**config.mk**
```make
export PLATFORM = sky130hd
export DESIGN_NAME = adc_channel_average_scale
export DESIGN_NICKNAME = d
export VERILOG_FILES = /design/src/rtl/acas_pkg.sv /design/src/rtl/acas_div.sv /design/src/rtl/acas_scale.sv /design/src/rtl/adc_channel_average_scale.sv
export SDC_FILE = /design/constraint.sdc
export NUM_CORES = 2
export LEC_CHECK = 0
export ABC_CLOCK_PERIOD_IN_PS = 13750
export BUFFER_PORTS_ARGS = -buffer_cell sky130_fd_sc_hd__buf_2
export CORE_ASPECT_RATIO = 0.7
export CORE_MARGIN = 3
export CORE_UTILIZATION = 57
export DETAILED_ROUTE_END_ITERATION = 7
export GPL_TIMING_DRIVEN = 0
export HOLD_SLACK_MARGIN = 0.08
export PLACE_DENSITY = 0.73
export SYNTH_ARGS = -nofsm -noshare
export SYNTH_HDL_FRONTEND = slang
export SYNTH_SLANG_ARGS = --single-unit
```
**constraint.sdc**
```tcl
create_clock -name clk -period 13.75 [get_ports clk]
set_input_delay 2.75 -clock clk [delete_from_list [all_inputs] [get_ports clk]]
set_output_delay 2.75 -clock clk [all_outputs]
set_load 0.05 [all_outputs]
```
**src/rtl/acas_pkg.sv**
```systemverilog
// ----------------------------------------------------------------------------
// acas_pkg: shared definitions for the channel average and scale block
// Widths used by all modules, register indexes and the sequencer state type.
// ----------------------------------------------------------------------------
package acas_pkg;

  localparam int RAW_W          = 16;
  localparam int SAMPLE_SHIFT   = 3;
  localparam int SAMPLE_W       = RAW_W - SAMPLE_SHIFT;
  localparam int SUM_W          = 29;
  localparam int CNT_W          = 16;
  localparam int DATA_W         = 16;
  localparam int GAIN_FRAC_BITS = 8;
  localparam int DIFF_W         = SUM_W + 2;
  localparam int PROD_W         = DIFF_W + DATA_W;
  localparam int DIV_STEPS_W    = $clog2(SUM_W);
  localparam int INDEX_W        = 3;
  localparam int SCALE_STAGES   = 3;

  localparam logic [INDEX_W-1:0] REG_AVERAGE_COUNT    = 3'd0;
  localparam logic [INDEX_W-1:0] REG_INVERT_SIGN      = 3'd1;
  localparam logic [INDEX_W-1:0] REG_OFFSET_VALUE     = 3'd2;
  localparam logic [INDEX_W-1:0] REG_GAIN_VALUE       = 3'd3;
  localparam logic [INDEX_W-1:0] REG_CHANGE_THRESHOLD = 3'd4;

  localparam logic signed [DATA_W-1:0] GAIN_RESET = 16'sd256;

  typedef enum logic [1:0] {
    ST_IDLE,
    ST_DIV,
    ST_SCALE,
    ST_DONE
  } state_t;

  typedef struct packed {
    logic             start;
    logic [SUM_W-1:0] dividend;
    logic [CNT_W-1:0] divisor;
  } div_req_t;

  typedef struct packed {
    logic                       start;
    logic [SUM_W-1:0]           value;
    logic                       invert;
    logic signed [DATA_W-1:0]   offset;
    logic signed [DATA_W-1:0]   gain;
  } scale_req_t;

endpackage

```
**src/rtl/acas_div.sv**
```systemverilog
// ----------------------------------------------------------------------------
// acas_div: serial unsigned divider
// Restoring division of the block sum by the sample count, one quotient bit
// per cycle.
// ----------------------------------------------------------------------------
module acas_div
  import acas_pkg::*;
(
  input  logic             clk,
  input  logic             rst,
  input  div_req_t         req,
  output logic             done,
  output logic [SUM_W-1:0] quotient
);

  logic [CNT_W-1:0]       rem;
  logic [CNT_W-1:0]       dvs;
  logic [SUM_W-1:0]       quo;
  logic [DIV_STEPS_W-1:0] steps;
  logic                   busy;
  logic [CNT_W:0]         trial;
  logic                   fits;

  assign trial    = {rem, quo[SUM_W-1]};
  assign fits     = trial >= {1'b0, dvs};
  assign quotient = quo;

  always_ff @(posedge clk) begin
    if (rst) begin
      busy <= 1'b0;
      done <= 1'b0;
    end else begin
      done <= 1'b0;
      if (req.start) begin
        busy <= 1'b1;
      end else if (busy && steps == '0) begin
        busy <= 1'b0;
        done <= 1'b1;
      end
    end
  end

  always_ff @(posedge clk) begin
    if (req.start) begin
      quo   <= req.dividend;
      dvs   <= req.divisor;
      rem   <= '0;
      steps <= DIV_STEPS_W'(SUM_W - 1);
    end else if (busy) begin
      rem   <= fits ? CNT_W'(trial - {1'b0, dvs}) : trial[CNT_W-1:0];
      quo   <= {quo[SUM_W-2:0], fits};
      steps <= steps - 1'b1;
    end
  end

endmodule

```
**src/rtl/acas_scale.sv**
```systemverilog
// ----------------------------------------------------------------------------
// acas_scale: offset correction and gain scaling
// Three stages: offset difference, signed product, truncation toward zero
// with saturation to the signed output range.
// ----------------------------------------------------------------------------
module acas_scale
  import acas_pkg::*;
(
  input  logic                     clk,
  input  logic                     rst,
  input  scale_req_t               req,
  output logic                     done,
  output logic signed [DATA_W-1:0] result
);

  logic [SCALE_STAGES-1:0]   vld;
  logic signed [DIFF_W-1:0]  val_ext;
  logic signed [DIFF_W-1:0]  off_ext;
  logic signed [DIFF_W-1:0]  diff;
  logic signed [DATA_W-1:0]  gain;
  logic signed [PROD_W-1:0]  prod;
  logic signed [PROD_W-1:0]  quot;
  logic signed [PROD_W-1:0]  bias;

  assign val_ext = signed'({2'b00, req.value});
  assign off_ext = DIFF_W'(req.offset);
  assign bias    = prod[PROD_W-1] ? PROD_W'((1 << GAIN_FRAC_BITS) - 1) : '0;
  assign quot    = (prod + bias) >>> GAIN_FRAC_BITS;
  assign done    = vld[SCALE_STAGES-1];

  always_ff @(posedge clk) begin
    if (rst) begin
      vld <= '0;
    end else begin
      vld <= {vld[SCALE_STAGES-2:0], req.start};
    end
  end

  always_ff @(posedge clk) begin
    if (req.start) begin
      diff <= req.invert ? off_ext - val_ext : val_ext - off_ext;
      gain <= req.gain;
    end
    prod <= diff * gain;
    if (quot > PROD_W'(32767)) begin
      result <= 16'sh7FFF;
    end else if (quot < -PROD_W'(32768)) begin
      result <= 16'sh8000;
    end else begin
      result <= quot[DATA_W-1:0];
    end
  end

endmodule

```
**src/rtl/adc_channel_average_scale.sv**
```systemverilog
// ----------------------------------------------------------------------------
// adc_channel_average_scale: one converter channel conditioner
// Averages, offset-corrects and gain-scales converter samples and flags
// large changes of the output.
// ----------------------------------------------------------------------------
// Each request returns exactly one result. With the channel unused or a block
// average still filling, the request passes from the idle state straight to
// the done state; a single sample first passes the three-stage scaling
// pipeline. A request that closes a block average goes through the serial
// divider, which produces one of the 29 quotient bits per cycle, and then the
// scaling pipeline. A finished result waits in the output register, so the
// next request can be taken while it is still outstanding.
module adc_channel_average_scale
  import acas_pkg::*;
(
  input  logic                     clk,
  input  logic                     rst,
  input  logic                     write_enable,
  input  logic [INDEX_W-1:0]       write_index,
  input  logic [DATA_W-1:0]        write_data,
  input  logic                     in_valid,
  output logic                     in_ready,
  input  logic [RAW_W-1:0]         raw_result,
  output logic                     out_valid,
  input  logic                     out_ready,
  output logic signed [DATA_W-1:0] scaled_value,
  output logic                     change_trigger
);

  logic [CNT_W-1:0]          average_count;
  logic                      invert_sign;
  logic signed [DATA_W-1:0]  offset_value;
  logic signed [DATA_W-1:0]  gain_value;
  logic [DATA_W-1:0]         change_threshold;

  logic [SUM_W-1:0]          sample_sum;
  logic [CNT_W-1:0]          sample_counter;
  logic signed [DATA_W-1:0]  last_output;
  logic signed [DATA_W-1:0]  x_val;

  state_t                    state;
  state_t                    state_next;

  logic [SAMPLE_W-1:0]       sample;
  logic [SUM_W-1:0]          sum_inc;
  logic [CNT_W-1:0]          cnt_inc;
  logic                      accept;
  logic                      mode_unused;
  logic                      mode_single;
  logic                      block_close;
  logic                      out_load;
  logic signed [DATA_W:0]    change;
  logic [DATA_W:0]           change_mag;

  div_req_t                  div_req;
  logic                      div_done;
  logic [SUM_W-1:0]          div_quotient;
  scale_req_t                scale_req;
  logic                      scale_done;
  logic signed [DATA_W-1:0]  scale_result;

  assign sample      = raw_result[RAW_W-1:SAMPLE_SHIFT];
  assign sum_inc     = sample_sum + SUM_W'(sample);
  assign cnt_inc     = sample_counter + 1'b1;
  assign mode_unused = average_count == '0;
  assign mode_single = average_count == CNT_W'(1);
  assign block_close = cnt_inc >= average_count;
  assign accept      = in_valid && in_ready;
  assign change      = (DATA_W + 1)'(x_val) - (DATA_W + 1)'(last_output);
  assign change_mag  = change[DATA_W] ? (DATA_W + 1)'(-change) : change;

  always_comb begin
    state_next = state;
    case (state)
      ST_IDLE: begin
        if (in_valid) begin
          if (mode_unused) begin
            state_next = ST_DONE;
          end else if (mode_single) begin
            state_next = ST_SCALE;
          end else if (block_close) begin
            state_next = ST_DIV;
          end else begin
            state_next = ST_DONE;
          end
        end
      end
      ST_DIV: begin
        if (div_done) begin
          state_next = ST_SCALE;
        end
      end
      ST_SCALE: begin
        if (scale_done) begin
          state_next = ST_DONE;
        end
      end
      ST_DONE: begin
        if (!out_valid || out_ready) begin
          state_next = ST_IDLE;
        end
      end
      default: state_next = ST_IDLE;
    endcase
  end

  always_comb begin
    in_ready           = 1'b0;
    out_load           = 1'b0;
    div_req.start      = 1'b0;
    div_req.dividend   = sum_inc;
    div_req.divisor    = (cnt_inc == '0) ? CNT_W'(1) : cnt_inc;
    scale_req.start    = 1'b0;
    scale_req.value    = div_quotient;
    scale_req.invert   = invert_sign;
    scale_req.offset   = offset_value;
    scale_req.gain     = gain_value;
    case (state)
      ST_IDLE: begin
        in_ready        = 1'b1;
        scale_req.value = SUM_W'(sample);
        if (in_valid && !mode_unused) begin
          scale_req.start = mode_single;
          div_req.start   = !mode_single && block_close;
        end
      end
      ST_DIV: begin
        scale_req.start = div_done;
      end
      ST_SCALE: begin
      end
      ST_DONE: begin
        out_load = !out_valid || out_ready;
      end
      default: begin
      end
    endcase
  end

  always_ff @(posedge clk) begin
    if (rst) begin
      average_count    <= '0;
      invert_sign      <= 1'b0;
      offset_value     <= '0;
      gain_value       <= GAIN_RESET;
      change_threshold <= '0;
    end else if (write_enable) begin
      case (write_index)
        REG_AVERAGE_COUNT:    average_count    <= write_data;
        REG_INVERT_SIGN:      invert_sign      <= write_data[0];
        REG_OFFSET_VALUE:     offset_value     <= signed'(write_data);
        REG_GAIN_VALUE:       gain_value       <= signed'(write_data);
        REG_CHANGE_THRESHOLD: change_threshold <= write_data;
        default: begin
        end
      endcase
    end
  end

  always_ff @(posedge clk) begin
    if (rst) begin
      state          <= ST_IDLE;
      sample_sum     <= '0;
      sample_counter <= '0;
      last_output    <= '0;
      out_valid      <= 1'b0;
    end else begin
      state <= state_next;
      if (accept && !mode_unused && !mode_single) begin
        sample_sum     <= block_close ? '0 : sum_inc;
        sample_counter <= block_close ? '0 : cnt_inc;
      end
      if (out_load) begin
        last_output <= x_val;
        out_valid   <= 1'b1;
      end else if (out_ready) begin
        out_valid   <= 1'b0;
      end
    end
  end

  always_ff @(posedge clk) begin
    if (accept) begin
      x_val <= mode_unused ? '0 : last_output;
    end else if (state == ST_SCALE && scale_done) begin
      x_val <= scale_result;
    end
    if (out_load) begin
      scaled_value   <= x_val;
      change_trigger <= (change_threshold != '0) && (change_mag > {1'b0, change_threshold});
    end
  end

  acas_div u_div (
    .clk      (clk),
    .rst      (rst),
    .req      (div_req),
    .done     (div_done),
    .quotient (div_quotient)
  );

  acas_scale u_scale (
    .clk    (clk),
    .rst    (rst),
    .req    (scale_req),
    .done   (scale_done),
    .result (scale_result)
  );

endmodule

```
# Yosys cells after proc, flatten, opt, wreduce, memory -nomap -nowiden
# Cells that the tools add are included.
dict set report totals {
  register_bits 343
  in_bits 40
  wordCells 112
  out_inout_bits 19
}
dict set report op_classes {
  reduce_logical 29
  n_mux 32
  mul 1
  n_addsub 9
  n_eq_ne 12
  magnitude_cmp 5
}
# op count
set op_table {}
lappend op_table {{two-way mux 29 bit} 4}
lappend op_table {{two-way mux 16 bit} 6}
lappend op_table {{adder 47 x 9 -> 47 bit} 1}
lappend op_table {{multiplier 31 x 16 -> 47 bit} 1}
lappend op_table {{greater-than comparator 39 x 16 -> 1 bit (second input constant)} 1}
lappend op_table {{< comparator 39 x 16 -> 1 bit (second input constant)} 1}
lappend op_table {{logical NOT 16 bit} 2}
lappend op_table {{two-way mux 31 bit} 1}
lappend op_table {{subtractor 16 x 30 -> 31 bit} 1}
lappend op_table {{subtractor 30 x 16 -> 31 bit} 1}
lappend op_table {{adder 29 x 13 -> 29 bit} 1}
lappend op_table {{greater-or-equal comparator 17 x 16 -> 1 bit} 1}
lappend op_table {{greater-than comparator 17 x 16 -> 1 bit} 1}
lappend op_table {{two-way mux 17 bit} 1}
lappend op_table {{negation 17 bit} 1}
lappend op_table {{subtractor 16 x 16 -> 17 bit} 1}
lappend op_table {{adder 16 x 1 -> 16 bit (second input constant)} 1}
lappend op_table {{== test 16 x 1 -> 1 bit (second input constant)} 1}
lappend op_table {{greater-or-equal comparator 16 bit} 1}
lappend op_table {{nonzero test 16 bit} 1}
lappend op_table {{subtractor 16 bit} 1}
lappend op_table {{two-way mux 2 bit} 7}
lappend op_table {{two-way mux 1 bit} 10}
lappend op_table {{AND reduction 2 bit} 5}
lappend op_table {{20 further kinds} 36}

# Longest topological paths before layout
dict set report logic_depth {
  word_depth 7
  ltp_mapped 25
  mapped_depth_nobuf 24
}

# Cells and area by module
# A second synthesis with hierarchy kept.
dict set report unflattened {
  cells_unflattened 4168
  area_unflattened_um2 37124.4
}
# mod n_inst area_each_um2 cells_each
set modules_own_cells {}
lappend modules_own_cells {acas_scale 1 23735.3 2650}
lappend modules_own_cells {adc_channel_average_scale 1 9665.5 1177}
lappend modules_own_cells {acas_div 1 3723.6 341}

# Worst setup path before layout
# No wires, ideal clock.
dict set report synth_path {
  kind {register to register}
  startpoint {register u_scale.gain[15]}
  endpoint {register u_scale.prod[45]}
  required_time_ps 13678
  setup_slack_ps 6969
  period_less_slack_ps 6781
  n_path_buf 1
  path_stages_with_launch 23
  t_arrival_ps 6709
  path_cell_list {edfxtp_1 > clkinv_1 > buf_1 > nor2_1 > fa_1 > fa_1 > fa_1 > fa_1 > fa_1 > inv_1 > fa_1 > inv_1 > ha_1 > a21o_1 > o21a_1 > a311o_1 > a2111oi_4 > nor2_2 > a41oi_2 > o41ai_1 > or2_4 > a311oi_2 > xnor2_1}
}
dict set report synth_via {
  elab_chain_len 1
}
# element line_no
set synth_lines {}
lappend synth_lines {{start: declaration} acas_scale.sv:20} ;# logic signed [DATA_W-1:0] gain;
lappend synth_lines {{start signal: assignment} acas_scale.sv:42} ;# gain <= req.gain;
lappend synth_lines {{multiplier 31 x 16 -> 47 bit} acas_scale.sv:44} ;# prod <= diff * gain;
lappend synth_lines {{end signal: assignment} acas_scale.sv:44}
lappend synth_lines {{end: declaration} acas_scale.sv:21} ;# logic signed [PROD_W-1:0] prod;
# Every way passes these cells.
# A chain may end at the register's enable or synchronous reset.

# Worst setup path after layout
dict set report layout_path {
  startpoint {register u_scale.gain[15]}
  endpoint {register u_scale.prod[46]}
}
# The elaborated chain is that of the path after synthesis.

==> flow_summary.yaml <==
worst_setup_path:
  rr_startpoint: "u_scale.gain[15]"
  worstPathCellList: "clkinv_1 -> buf_1 -> nor2_1 -> fa_1 -> fa_1 -> fa_1 -> fa_1 -> fa_1 -> inv_1 -> fa_1 -> inv_1 -> ha_1 -> a21o_1 -> a21oi_1 -> o21ai_0 -> nor2_1 -> a21oi_1 -> a21o_1 -> nor3b_1 -> a31oi_1 -> xnor2_1"
  crit_required_ns: 14.16
  r2r_cells: 21
  r2r_slack_ns: 4.91
  start_kind: "flip-flop"
  cp_slowest_cell: "edfxtp_1"
  slowest_delay_ns: 0.69
  crit_end: "u_scale.prod[46]"
  critPathArrivalTime_ns: 9.25
  r2r_end: "u_scale.prod[46]"
  end_kind: "flip-flop"
  path_max_fanout: 10
  path_class: "reg -> reg"
  crit_start: "u_scale.gain[15]"
  crit_top_cell: "fa_1"
yosys:
  synth_top_family_by_area: "adder cells"
  synthAdderAreaFrac: 0.352
  netlist_area_sq_um: 36500
  postSynthAreaPerCell_sq_um: 8.81
  syn_nets: 4926
  synth-main-ff-cell: "dfxtp_1"
  yosys_warnings: 0
  synth_area_leader_cell: "fa_1"
  seq_area_frac_synth: 0.222
  synth_xor_area_frac: 0.0456
  synthTopCellsByArea: "fa_1, dfxtp_1, edfxtp_1"
  synth_compound_area_frac: 0.117
  synth_seq_cells: 343
  yosysUniqueCellTypes: 80
  synthMuxAreaShare: 0.00874
  synthCells: 4146
  synth-simple-area-share: 0.163
  synth_enable_flop_cells: 125
  async_reset_ff_frac: 0
  yosysTopAreaCellShare: 0.261
final_layout:
  syn_to_final_growth_pct: 6.94
  diodes: 0
  drive_above_1_share: 0.0333
  mostFrequentLayoutCells: "inv_1, nand2_1, fa_1"
  instances_no_fill: 5086
  fin_util: 0.625
  final_common_cell: "inv_1"
  finalNetCount: 5019
  fin_area_sq_um: 39100
drt:
  drt_iter0_drc: 2969
  vias_per_cell: 5.74
  final_antenna_net_count: 0
  drcViolationCount: 0
  routed_wl_mm: 101
  vias: 29200
  drtPass1Iterations: 6
  drt-wirelength-per-cell_um: 19.8
grt:
  grt_max_degree: 34
  grt_antenna_before_repair: 3
  grt_pass1_wl_mm: 158
  grtUsageTotal: 0.304
  grt-ovfl-total: 0
  grt_pass1_vias: 27900
floorplanning:
  num_rows: 76
  chipWidth_um: 309
  start_util: 0.585
  die_h_um: 218
  dieArea_sq_um: 67200
  core-area_sq_um: 62500
  boundaryPins: 59
outcome:
  status: "finished, final reports clean"
clocking:
  clock_latency_ns: 0.59
  cts.sinks: 343
  cts-htree-levels: 2
  clockBufferDepth: 3
  cts_resized: 0
  cts_setup_buffers: 0
  tritoncts: "built"
  cts_buffers: 36
  postCtsHoldBufs: 0
  clk_pin_slew_ns: 0.06
  root_buffer: "clkbuf_16"
placement:
  port_buffers: 54
  dpl.hpwl_mm: 81.9
  dp_slack_ns: 5.28
  place_inst: 5020
  place_area_sq_um: 37800
  place_congestion: 0.998
sta:
  setup_ws_ns: 4.91
  hold-worst-slack_ns: 0.427
  hold_viol_final: 0
  final.min_clock_period_ns: 8.84
  setup_tns_ns: 0
  worst_slew_pin_slew_ns: 1.07
  slew_viol_final: 0
  skew_ns: 0.0394
  fmax_mhz: 113
  rsz0062_at_grt: "no"
  relSlewSlack: 0.285
  fin_crit_sh: 0.643
  setup_violations: 0
power_and_ir_drop:
  power_density_nw_per_um2: 150
  total_leakage_power_nw: 17.9
  irDropWorstVdd_v: 0.000101
  total_power_mw: 5.86
run:
  cap_violations: 0
min_path:
  min_path_type: "reg -> reg"
[routing by layer]
metal | GRT usage | vias to the layer above | part of all wire
met4 | 0.0738 | 4 | 0.027
met3 | 0.108 | 163 | 0.13
met2 | 0.409 | 1382 | 0.39
met5 | 0 | - | 0.00017
met1 | 0.461 | 14200 | 0.45
li1 | - | 13400 | -
[flip-flops by register name, indices dropped and copies added (netlist names), 16 cells and up]
name and cells:
change_threshold 16, u_scale.diff 31, u_div.rem 16, u_scale.prod 47, average_count 16, gain_value 16, x_val 16, last_output 16
offset_value 16, sample_counter 16, sample_sum 29, scaled_value 16, u_scale.gain 16, u_scale.result 16, u_div.dvs 16, u_div.quotient 29
[synth_stat cells, types with 11 or more instances]
library cell and number:
o21bai_1 15, nand4_1 33, nor4_1 11, a31oi_1 21
nor3_1 37, mux2i_1 24, nand2b_1 41, and2_1 209
nand3_1 62, a21oi_1 271, xor2_1 82, a22o_1 16
ha_1 263, o21a_1 14, fa_1 477, o21ai_0 126
nor2_1 148, o21ai_1 15, o211ai_1 16, edfxtp_1 125
dfxtp_1 218, nor2b_1 26, or3_1 27, o31ai_1 14
inv_1 706, and3_1 34, a21o_1 93, nand2_1 600
xnor2_1 108, a211oi_1 18, clkbuf_1 166
[logic make-up after synthesis]
group / Yosys count
compound gates: 691
xor+xnor: 190
fa+ha+maj: 740
buf+inv: 888
flops: 343
mux: 31
simple gates: 1263
[where the power goes]
group | switching, mW | internal, mW
Combinational | 1.99 | 1.37
Sequential | 0.162 | 1.31
Clock | 0.448 | 0.570
Total | 2.60 | 3.26
[final cells by class]
type,instances,area [sq um]
fill,5421,23400
sequential,343,8120
clock buffer,53,1080
timing repair buffer,55,290
buffer,180,683
tap,819,1020
inverter,708,2660
clock inverter,13,129
multi-input combinational,2915,25100
[worst max-delay path: cells and delay by family, from the launching register on]
kind	cells	cell delay, ns
buffers and inverters	4	1.35
DFF	1	0.69
and+or+nand+nor	3	1.06
adders and majority gates	7	3.51
xor gates and xnor gates	1	0.58
AOI/OAI and AO/OA	6	1.47
[worst min-delay path by stage]
stage / from / endpoint / cells past startpoint
floorplan: gain_value[0] / u_scale.gain[0] / 0
global placement: gain_value[7] / u_scale.gain[7] / 0
detailed placement: gain_value[1] / u_scale.gain[1] / 0
CTS: gain_value[1] / u_scale.gain[1] / 0
global route: gain_value[1] / u_scale.gain[1] / 0
finish: gain_value[1] / u_scale.gain[1] / 0
Power figures use the tool's default switching activity.
